### src/rbst_pkg.sv
// ----------------------------------------------------------------------------
// Rating bias trainer package
// Shared widths, table sizes, op codes, datapath commands and helper functions.
// ----------------------------------------------------------------------------
package rbst_pkg;

   localparam int USER_COUNT = 65536;
   localparam int ITEM_COUNT = 16384;
   localparam int FRAC_BITS  = 16;

   localparam int UAW       = $clog2(USER_COUNT);
   localparam int IAW       = $clog2(ITEM_COUNT);
   localparam int TABLE_MAX = (USER_COUNT > ITEM_COUNT) ? USER_COUNT : ITEM_COUNT;
   localparam int WALK_W    = $clog2(TABLE_MAX);

   localparam int BIAS_W  = 48;
   localparam int CNT_W   = 24;
   localparam int WORD_W  = BIAS_W + CNT_W;
   localparam int SUM_W   = BIAS_W + 2;
   localparam int DIVS_W  = CNT_W + 1;
   localparam int DIVC_W  = $clog2(BIAS_W);

   localparam int MEAN_W  = 19;
   localparam int Q_W     = 16;
   localparam int PRED_W  = 19;
   localparam int ERR_W   = 20;
   localparam int SQ_W    = 21;

   localparam int MUL_SPLIT = 24;
   localparam int MLO_W     = MUL_SPLIT + Q_W;
   localparam int MHI_W     = SUM_W - MUL_SPLIT + Q_W;
   localparam int FULL_W    = SUM_W + Q_W;

   localparam logic [CNT_W-1:0]  COUNT_MAX   = '1;
   localparam logic [DIVS_W-1:0] ITEM_SHRINK = DIVS_W'(25);
   localparam logic [DIVS_W-1:0] USER_SHRINK = DIVS_W'(10);
   localparam logic [2:0]        RATING_MIN  = 3'd1;
   localparam logic [2:0]        RATING_MAX  = 3'd5;
   localparam logic [SQ_W-1:0]   SQ_MAX      = '1;

   localparam logic signed [SUM_W-1:0] PRED_LO = SUM_W'(1) << FRAC_BITS;
   localparam logic signed [SUM_W-1:0] PRED_HI = SUM_W'(5) << FRAC_BITS;
   localparam logic signed [SUM_W-1:0] BIAS_MAX_S =
      SUM_W'({1'b0, {(BIAS_W-1){1'b1}}});
   localparam logic signed [SUM_W-1:0] BIAS_MIN_S = -BIAS_MAX_S - SUM_W'(1);

   typedef enum logic [2:0] {
      OP_ITEM_ACC = 3'd0,
      OP_ITEM_FIN = 3'd1,
      OP_USER_ACC = 3'd2,
      OP_USER_FIN = 3'd3,
      OP_TRAIN    = 3'd4
   } op_type;

   typedef enum logic [4:0] {
      CMD_NONE,
      CMD_LOAD,
      CMD_CLEAR,
      CMD_READ_REQ,
      CMD_READ_WALK,
      CMD_ACC,
      CMD_PRED,
      CMD_SQ,
      CMD_LOAD_REG,
      CMD_MUL_LO,
      CMD_MUL_HI,
      CMD_MUL_FIN,
      CMD_LOAD_LR,
      CMD_UPDATE,
      CMD_WRITE_TRAIN,
      CMD_WALK_CHECK,
      CMD_DIV_STEP,
      CMD_WALK_WRITE,
      CMD_RESPOND
   } dp_cmd_type;

   typedef struct packed {
      dp_cmd_type        cmd;
      logic              sel_item;   // item side for accumulate and update
      logic              walk_user;  // table under walk is the user table
      logic              train;      // response carries training results
      logic [WALK_W-1:0] walk;
   } dp_ctl_type;

   typedef struct packed {
      logic count_zero;
   } dp_stat_type;

   function automatic logic signed [BIAS_W-1:0] sat_bias(input logic signed [SUM_W-1:0] v);
      if (v > BIAS_MAX_S)      return BIAS_MAX_S[BIAS_W-1:0];
      else if (v < BIAS_MIN_S) return BIAS_MIN_S[BIAS_W-1:0];
      else                     return v[BIAS_W-1:0];
   endfunction

   function automatic logic [CNT_W-1:0] cnt_inc(input logic [CNT_W-1:0] c);
      return (c == COUNT_MAX) ? c : c + CNT_W'(1);
   endfunction

endpackage

### src/rbst_ctrl.sv
// ----------------------------------------------------------------------------
// Rating bias trainer controller
// Sequences clearing, accumulation, table walks and training steps.
// ----------------------------------------------------------------------------
module rbst_ctrl import rbst_pkg::*; (
   input  logic        clock,
   input  logic        reset,
   input  logic        start,
   input  logic [2:0]  req_op,
   input  logic [15:0] req_user_index,
   input  logic [13:0] req_item_index,
   input  logic        update_enable,
   input  dp_stat_type stat,
   output logic        busy,
   output logic        rsp_strobe,
   output dp_ctl_type  ctl
);

   typedef enum logic [17:0] {
      ST_CLEAR    = 18'h00001,
      ST_IDLE     = 18'h00002,
      ST_READ     = 18'h00004,
      ST_ACC      = 18'h00008,
      ST_PRED     = 18'h00010,
      ST_SQ       = 18'h00020,
      ST_LOAD_REG = 18'h00040,
      ST_MUL_LO   = 18'h00080,
      ST_MUL_HI   = 18'h00100,
      ST_MUL_FIN  = 18'h00200,
      ST_LOAD_LR  = 18'h00400,
      ST_UPD      = 18'h00800,
      ST_WRITE    = 18'h01000,
      ST_WALK_RD  = 18'h02000,
      ST_WALK_CHK = 18'h04000,
      ST_DIV      = 18'h08000,
      ST_WALK_WR  = 18'h10000,
      ST_RESP     = 18'h20000
   } state_type;

   state_type         state_ff, state_in;
   logic [WALK_W-1:0] walk_ff, walk_in;
   logic [DIVC_W-1:0] div_ff, div_in;
   logic              train_op_ff, train_op_in;
   logic              sel_ff, sel_in;
   logic              phase_ff, phase_in;
   logic              walk_user_ff, walk_user_in;
   logic              train_ff, train_in;
   logic              strobe_ff;
   logic              u_ok, i_ok, walk_last;
   dp_cmd_type        cmd;

   assign u_ok = 32'(req_user_index) < USER_COUNT;
   assign i_ok = 32'(req_item_index) < ITEM_COUNT;
   assign walk_last = walk_user_ff ? (walk_ff == WALK_W'(USER_COUNT - 1))
                                   : (walk_ff == WALK_W'(ITEM_COUNT - 1));

   always_comb begin
      state_in     = state_ff;
      walk_in      = walk_ff;
      div_in       = div_ff;
      train_op_in  = train_op_ff;
      sel_in       = sel_ff;
      phase_in     = phase_ff;
      walk_user_in = walk_user_ff;
      train_in     = train_ff;
      cmd          = CMD_NONE;
      unique case (state_ff)
         ST_CLEAR: begin
            cmd = CMD_CLEAR;
            if (walk_ff == WALK_W'(TABLE_MAX - 1)) begin
               walk_in  = '0;
               state_in = ST_IDLE;
            end else begin
               walk_in = walk_ff + WALK_W'(1);
            end
         end
         ST_IDLE: begin
            if (start) begin
               cmd         = CMD_LOAD;
               train_in    = 1'b0;
               train_op_in = 1'b0;
               sel_in      = 1'b0;
               walk_in     = '0;
               priority if (req_op == OP_ITEM_ACC && i_ok) begin
                  sel_in   = 1'b1;
                  state_in = ST_READ;
               end else if (req_op == OP_USER_ACC && u_ok && i_ok) begin
                  state_in = ST_READ;
               end else if (req_op == OP_TRAIN && u_ok && i_ok) begin
                  train_op_in = 1'b1;
                  state_in    = ST_READ;
               end else if (req_op == OP_ITEM_FIN) begin
                  walk_user_in = 1'b0;
                  state_in     = ST_WALK_RD;
               end else if (req_op == OP_USER_FIN) begin
                  walk_user_in = 1'b1;
                  state_in     = ST_WALK_RD;
               end else begin
                  state_in = ST_RESP;
               end
            end
         end
         ST_READ: begin
            cmd      = CMD_READ_REQ;
            state_in = train_op_ff ? ST_PRED : ST_ACC;
         end
         ST_ACC: begin
            cmd      = CMD_ACC;
            state_in = ST_RESP;
         end
         ST_PRED: begin
            cmd      = CMD_PRED;
            state_in = ST_SQ;
         end
         ST_SQ: begin
            cmd      = CMD_SQ;
            train_in = 1'b1;
            state_in = update_enable ? ST_LOAD_REG : ST_RESP;
         end
         ST_LOAD_REG: begin
            cmd      = CMD_LOAD_REG;
            phase_in = 1'b0;
            state_in = ST_MUL_LO;
         end
         ST_MUL_LO: begin
            cmd      = CMD_MUL_LO;
            state_in = ST_MUL_HI;
         end
         ST_MUL_HI: begin
            cmd      = CMD_MUL_HI;
            state_in = ST_MUL_FIN;
         end
         ST_MUL_FIN: begin
            cmd      = CMD_MUL_FIN;
            state_in = phase_ff ? ST_UPD : ST_LOAD_LR;
         end
         ST_LOAD_LR: begin
            cmd      = CMD_LOAD_LR;
            phase_in = 1'b1;
            state_in = ST_MUL_LO;
         end
         ST_UPD: begin
            cmd = CMD_UPDATE;
            if (!sel_ff) begin
               sel_in   = 1'b1;
               state_in = ST_LOAD_REG;
            end else begin
               state_in = ST_WRITE;
            end
         end
         ST_WRITE: begin
            cmd      = CMD_WRITE_TRAIN;
            state_in = ST_RESP;
         end
         ST_WALK_RD: begin
            cmd      = CMD_READ_WALK;
            state_in = ST_WALK_CHK;
         end
         ST_WALK_CHK: begin
            cmd      = CMD_WALK_CHECK;
            div_in   = '0;
            state_in = stat.count_zero ? ST_WALK_WR : ST_DIV;
         end
         ST_DIV: begin
            cmd = CMD_DIV_STEP;
            if (div_ff == DIVC_W'(BIAS_W - 1)) begin
               state_in = ST_WALK_WR;
            end else begin
               div_in = div_ff + DIVC_W'(1);
            end
         end
         ST_WALK_WR: begin
            cmd = CMD_WALK_WRITE;
            if (walk_last) begin
               walk_in  = '0;
               state_in = ST_RESP;
            end else begin
               walk_in  = walk_ff + WALK_W'(1);
               state_in = ST_WALK_RD;
            end
         end
         ST_RESP: begin
            cmd      = CMD_RESPOND;
            state_in = ST_IDLE;
         end
         default: begin
            state_in = ST_IDLE;
         end
      endcase
   end

   assign ctl.cmd       = cmd;
   assign ctl.sel_item  = sel_ff;
   assign ctl.walk_user = walk_user_ff;
   assign ctl.train     = train_ff;
   assign ctl.walk      = walk_ff;

   always_ff @(posedge clock) begin
      if (reset) begin
         state_ff  <= ST_CLEAR;
         walk_ff   <= '0;
         strobe_ff <= 1'b0;
      end else begin
         state_ff  <= state_in;
         walk_ff   <= walk_in;
         strobe_ff <= (state_ff == ST_RESP);
      end
   end

   always_ff @(posedge clock) begin
      div_ff       <= div_in;
      train_op_ff  <= train_op_in;
      sel_ff       <= sel_in;
      phase_ff     <= phase_in;
      walk_user_ff <= walk_user_in;
      train_ff     <= train_in;
   end

   assign busy       = (state_ff != ST_IDLE);
   assign rsp_strobe = strobe_ff;

endmodule

### config.mk
export PLATFORM = sky130hd
export DESIGN_NAME = rbst_ctrl
export DESIGN_NICKNAME = d
export VERILOG_FILES = /design/src/rbst_pkg.sv /design/src/rbst_ctrl.sv
export SDC_FILE = /design/constraint.sdc
export NUM_CORES = 1
export LEC_CHECK = 0
export ABC_AREA = 1
export BUFFER_PORTS_ARGS = -buffer_cell sky130_fd_sc_hd__buf_2
export CORE_ASPECT_RATIO = 0.5
export CORE_MARGIN = 8
export CORE_UTILIZATION = 54
export CTS_CLUSTER_DIAMETER = 80
export CTS_CLUSTER_SIZE = 16
export DETAILED_ROUTE_END_ITERATION = 6
export GPL_TIMING_DRIVEN = 0
export PLACE_DENSITY = 0.76
export SYNTH_ARGS = -nofsm -noshare
export SYNTH_HDL_FRONTEND = slang
export SYNTH_SLANG_ARGS = --single-unit
### constraint.sdc
create_clock -name clock -period 2.4 [get_ports clock]
set_input_delay 0.72 -clock clock [delete_from_list [all_inputs] [get_ports clock]]
set_output_delay 0.72 -clock clock [all_outputs]
set_load 0.02 [all_outputs]
==> results of run 1 <==
## layout by cell type, fill, tap and decap left out, types with 7 or more instances in the layout
master	netlist	final
dfxtp_1	35	18
nand4_1	14	14
nand3_1	30	26
nand2_1	73	65
a21oi_1	17	17
dfxtp_2	0	15
o21ai_0	8	7
nor3_1	18	15
edfxtp_1	11	11
nor2_4	4	16
nand2_4	1	8
nor2_1	71	60
buf_2	0	28
buf_4	5	42
inv_1	62	58
## worst max path at each step
stage / from / to / slack, ns / depth (start not counted)
floorplan: state_ff[12] / ctl[19] / 0.26 / 7
global placement: state_ff[12] / ctl[19] / 0.04 / 8
detailed placement: state_ff[13] / ctl[19] / 0.03 / 8
CTS: state_ff[9] / ctl[20] / -0.05 / 10
global route: state_ff[17] / ctl[20] / -0.21 / 8
finish: state_ff[17] / ctl[20] / -0.15 / 8
## state kept, by name, summed over array words and instances, names as in the netlist
register      flops
div_ff            6
phase_ff          1
rsp_strobe        1
sel_ff            1
state_ff         18
train_ff          1
train_op_ff       1
walk_ff          16
walk_user_ff      1
## metal layers
layer  vias up  routed length, µm  track usage (%)  part of all wire (%)
li1       1415                  -                -                     -
met5         -                  0                0                     0
met2       139               3830             35.9                    49
met1      1367               3280             23.4                    42
met3        34                475             3.92                   6.0
met4         0                307             10.6                   3.9
## logic make-up (layout without fill, tap and decap cells)
kind of cell	Yosys count	after routing
AOI/OAI and AO/OA	32	32
xor gates and xnor gates	4	4
adders and majority gates	2	2
buffers and inverters	71	149
DFF	46	46
and+or+nand+nor	237	237
## what timing repair did
action,in CTS,in global routing
setup buffers,35,4
setup endpoints to repair,6,13
gates resized for setup,69,14
pin swaps,15,11
## final cells by class
type	instances	area share, %
inverters	65	6.94
flip-flops and latches	46	29.5
well taps	70	2.44
clock inverters	1	0.139
multi-input cells	275	43.8
repair buffers	70	13.7
clock buffers	7	2.41
plain buffers	6	1.15
## worst max-delay path, cell delays in order (launching register included)
cell	delay (ns)
dfxtp_2	0.34
nor2_4	0.17
inv_2	0.09
nor3_4	0.20
buf_12	0.15
nand4_1	0.18
nand2_1	0.14
or3_4	0.14
buf_6	0.11
## power by group
part | total [µW] | switching (µW) | internal [µW]
registers | 826 | 19.5 | 806
logic | 324 | 206 | 117
clock network | 498 | 265 | 233
## stage by stage
step                power (µW)  cell area, µm²  hold slack [ns]  cells  util, %
floorplan                 1030            2680            0.411    392        -
global placement          1100            2940            0.423    495     60.3
detailed placement        1110            2940            0.429    495     60.3
CTS                       1630            3520            0.432    538     72.4
global route              1710            3590            0.449    540     73.8
finish                    1650            3590            0.434    540     73.8
==> run summary, run 1 <==
initial antenna violation count -> 0
vias after detailed routing -> 2955
top-count cell post-synth -> nand2_1
EDFF count, synth -> 11
final hold vios -> 0
PortBufs -> 33
antenna cells -> 0
slack of the critical path -> -0.148 ns
Setup CP Type -> reg -> out
number of max-cap violations -> 0
Worst VDD drop -> 237 µV
Detail Route Antenna Nets -> 0
Multi-input gate area -> 0.00157 mm²
worst reg2reg setup slack -> 0.06 ns
sequential area share after synthesis -> 38.4%
status -> complete, but fails checks
fin crit share -> 106%
Final nets -> 509
hold_buf cts -> 0
Hold Crit Endpoint -> state_ff[10]
dominant cells by area after synthesis -> dfxtp_1 26%, edfxtp_1 12%, nand2_1 10%
Worst setup SP type -> flip-flop
DR pass1 iterations -> 7
crit path max fanout -> 5
Post-Route Skew -> 0.00629 ns
achievable frequency -> 392 MHz
synth cell count leaders -> 73 x nand2_1, 71 x nor2_1, 62 x inv_1
Yosys cell types -> 33
PwrDens -> 459 mW/mm²
Num Clock Sinks -> 46
R2R depth -> 13
first-pass GRT wire length -> 12.5 mm
RSZ-0062 raised after global routing -> yes
starting density of the core -> 55.1%
fillcell total -> 364
die area -> 0.00762 mm²
static leakage -> 0.00172 µW
mux contribution to synthesized area -> 0%
crit path time final -> 2.55 ns
GR Util All Layers -> 20.4%
Max Buffers Root-to-Sink -> 2
IO Pins -> 64
# H-tree levels -> 2
FF-to-FF End -> state_ff[3]
Root Buffer -> clkbuf_8
largest family of logic cells by synthesized area -> simple AND/OR/NAND/NOR gates
drt drc -> 0
Post-Synth Adder-Cell Area -> 0.933%
row count -> 18
Worst Path Required -> 1.68 ns
wire per inst -> 14.6 µm
dominant cell type by area after synthesis -> dfxtp_1
worst slew pin tran -> 0.573 ns
clock-pin slew on the worst setup and hold paths -> 0.09 ns
FF/Latch Area -> 0.00106 mm²
die height -> 65.8 µm
Synth Area per Inst -> 6.84 µm²
synthesized instance count -> 392
failing checks -> setup timing
Slew headroom -> 61.8%
Place WS -> 0.0268 ns
Syn Nets -> 432
final number of setup-violating endpoints -> 5
Synth Area in Compound Gates -> 6.67%
number of global-route vias before repair -> 2858
CP arrival -> 1.83 ns
share of the synthesized area in the top cell type -> 26.1%
Max Slew Vio Count -> 0
hold-critical path depth -> 1
Seq cells post-synth -> 46
die width -> 116 µm
pin count of the biggest net entering global routing -> 14
Final Wtd Congestion -> 0.913
path type of the worst min-delay path -> reg -> reg
RR Startpoint -> state_ff[17]
Synth Warn # -> 0
Core Area -> 0.00486 mm²
P&R area growth vs syn -> 33.8%
fraction of layout cells with a size suffix above 1 -> 34.0%
crit end category -> primary output
Iter 0 DRT Violations -> 257
ys async rst share -> 0%
Via-to-Cell Ratio -> 5.47
main flop type after synthesis -> dfxtp_1
simple-gate area share of the yosys netlist -> 42.0%
gr ovfl total -> 0
Mapped Area -> 0.00268 mm²
Hold Startpoint -> phase_ff
clk_lat worst skew -> 0.30 ns
CTS tree -> done
xor and xnor fraction of the mapped netlist area -> 1.31%
Routed WL -> 7.89 mm
setup TNS -> -0.514 ns
DP HPWL -> 4.95 mm
CTS buffer count -> 5
(Power assumes the default switching activity.)
==> run 2: changes to the inputs <==
--- a/config.mk
+++ b/config.mk
@@ -18,3 +18,4 @@
 export SYNTH_ARGS = -nofsm -noshare
 export SYNTH_HDL_FRONTEND = slang
 export SYNTH_SLANG_ARGS = --single-unit
+export TNS_END_PERCENT = 10
==> run 2 against run 1 <==
Effect of this change: the run still ends with setup timing left; sequential share of layout area rose by 0.15 points; utilization fell by 0.39 points; critical endpoint unchanged; critical path depth did not move; die area did not move; critical path type unchanged; non-clock buffer count did not move; first-iteration DRC count rose by 4.3%; register-to-register slack got worse by 0.16 ns.
==> run summary, run 2 (same netlist as run 1, synthesis figures left out) <==
clk_lat worst skew -> 0.30 ns (about the same)
P&R area growth vs syn -> 33.1%
Top reg by flops -> state_ff
die area -> 0.00762 mm² (unchanged)
Setup CP Type -> reg -> out
CP cell instances -> nor2_4, nand2_4, nor3_4, buf_12, nand4_1, nand2_1, or3_4, buf_6
Root Buffer -> clkbuf_8
fraction of layout cells with a size suffix above 1 -> 34.0% (unchanged)
Worst VDD drop -> 243 µV (+2.7%)
final hold vios -> 0 (unchanged)
starting density of the core -> 55.1% (unchanged)
worst slew pin tran -> 0.553 ns (-0.0195 ns)
fin crit share -> 106% (-0.13 points)
number of global-route vias before repair -> 2822 (-1.3%)
Post-Route Skew -> 0.00697 ns (+0.000682 ns)
crit path time final -> 2.54 ns (-0.00315 ns)
DR pass1 iterations -> 5 (-2)
path type of the worst min-delay path -> reg -> reg
FF/Latch Area -> 0.00106 mm² (unchanged)
PwrDens -> 461 mW/mm² (+0.37%)
row count -> 18 (unchanged)
wire per inst -> 14.6 µm (+0.10%)
drt drc -> 0 (unchanged)
Via-to-Cell Ratio -> 5.50 (+0.44%)
slack of the critical path -> -0.145 ns (+0.00315 ns)
CTS tree -> done
Slew headroom -> 63.1% (+1.3 points)
Iter 0 DRT Violations -> 268 (+4.3%)
DP HPWL -> 4.95 mm (unchanged)
PortBufs -> 33 (unchanged)
Detail Route Antenna Nets -> 0 (unchanged)
Num Clock Sinks -> 46 (unchanged)
slowest CP cell -> dfxtp_2
placed cell areas -> 0.00294 mm² (unchanged)
IO Pins -> 64 (unchanged)
Routed WL -> 7.90 mm (+0.10%)
RSZ-0062 raised after global routing -> yes
Final Wtd Congestion -> 0.913 (unchanged)
max FFs per register -> 18 (unchanged)
crit path max fanout -> 5 (unchanged)
final number of setup-violating endpoints -> 6 (+1)
gr ovfl total -> 0 (unchanged)
# H-tree levels -> 2 (unchanged)
static leakage -> 0.00171 µW (-0.55%)
initial antenna violation count -> 0 (unchanged)
antenna cells -> 0 (unchanged)
status -> complete, but fails checks
die width -> 116 µm (unchanged)
Min Hold Slack -> 0.433 ns (-0.000160 ns)
commonest non-fill, non-tap cell in the layout -> nand2_1
most frequent cells in the layout -> 65 x nand2_1, 60 x nor2_1, 59 x inv_1
setup TNS -> -0.601 ns (-0.0875 ns)
pin count of the biggest net entering global routing -> 14 (unchanged)
vias after detailed routing -> 2968 (+0.44%)
CP arrival -> 1.82 ns (about the same)
failing checks -> setup timing
final instance area -> 0.00357 mm² (-0.52%)
clock-pin slew on the worst setup and hold paths -> 0.09 ns (about the same)
fillcell total -> 367 (+0.82%)
Final nets -> 509 (unchanged)
Max Buffers Root-to-Sink -> 2 (unchanged)
Worst setup SP type -> flip-flop
first-pass GRT wire length -> 12.4 mm (-0.39%)
Place WS -> 0.0268 ns (unchanged)
achievable frequency -> 393 MHz (+0.12%)
number of max-cap violations -> 0 (unchanged)
Top Registers -> state_ff x18, walk_ff x16, div_ff x6
die height -> 65.8 µm (unchanged)
GR Util All Layers -> 20.3% (-0.098 points)
Core Area -> 0.00486 mm² (unchanged)
Worst Path Required -> 1.68 ns (about the same)
CTS buffer count -> 5 (unchanged)
Max Slew Vio Count -> 0 (unchanged)
Multi-input gate area -> 0.00156 mm² (-0.80%)
CP max stage delay -> 0.34 ns (about the same)
crit end category -> primary output
==> run 2: cell count changes in the layout (fill, tap and decap cells not counted) <==
cell / before / now
inv_1: 58 / 59
buf_6: 3 / 2
nand2_2: 6 / 7
nor2_2: 4 / 5
nand2_4: 8 / 7
nand3_1: 26 / 25
o21ai_1: 1 / 0
o21ai_0: 7 / 8
nand3_4: 3 / 2
nor2_4: 16 / 15
inv_4: 2 / 1
nand3_2: 6 / 8
buf_4: 42 / 43
==> run 2: layout make-up <==
| type | instances | share of cell area (%) |
|---|---|---|
| Tap cell | 70 | 2.45 |
| Clock buffer | 7 | 2.42 |
| Clock inverter | 1 | 0.140 |
| Inverter | 65 | 6.91 |
| Buffer | 6 | 1.16 |
| Multi-Input combinational cell | 275 | 43.6 |
| Sequential cell | 46 | 29.6 |
| Timing Repair Buffer | 70 | 13.7 |
==> run 2: final timing paths <==
kind | startpoint | endpoint | slack (ns) | cells after the start
max | state_ff[14] | ctl[20] | -0.14 | 8
min | phase_ff | state_ff[10] | 0.43 | 1
max reg2reg | state_ff[14] | state_ff[3] | -0.10 | 15
min reg2reg | phase_ff | state_ff[10] | 0.43 | 1
==> run 2: timing repair <==
item                                    in CTS  in global routing
resized for setup                           66                 11
hold buffers                                 0                  0
pin swaps                                   14                  8
setup buffers                               34                  3
endpoints found under the setup margin       6                 12
==> run 2: worst max-delay path: cells and delay by family, from the launching register on <==
kind | cells | cell delay [ns]
DFF | 1 | 0.34
buffers and inverters | 2 | 0.26
and+or+nand+nor | 6 | 0.93
==> run 2: metal layers <==
metal  GRT usage [%]  routed length [µm]
met1            23.4                3210
met2            36.2                3900
met3            3.73                 541
met4            9.44                 240
met5               0                   0
==> run 2: per-stage QoR <==
| step | power [µW] | instances | util (%) |
|---|---|---|---|
| global route | 1700 | 540 | 73.4 |
| floorplan | 1030 | 392 | - |
| finish | 1650 | 540 | 73.4 |
| global placement | 1100 | 495 | 60.3 |
| detailed placement | 1110 | 495 | 60.3 |
| CTS | 1630 | 537 | 72.1 |
==> run 2: power breakdown <==
group          total (µW)  switching (µW)  internal (µW)
Sequential            826            20.1            806
Clock                 497             264            233
Combinational         322             205            117
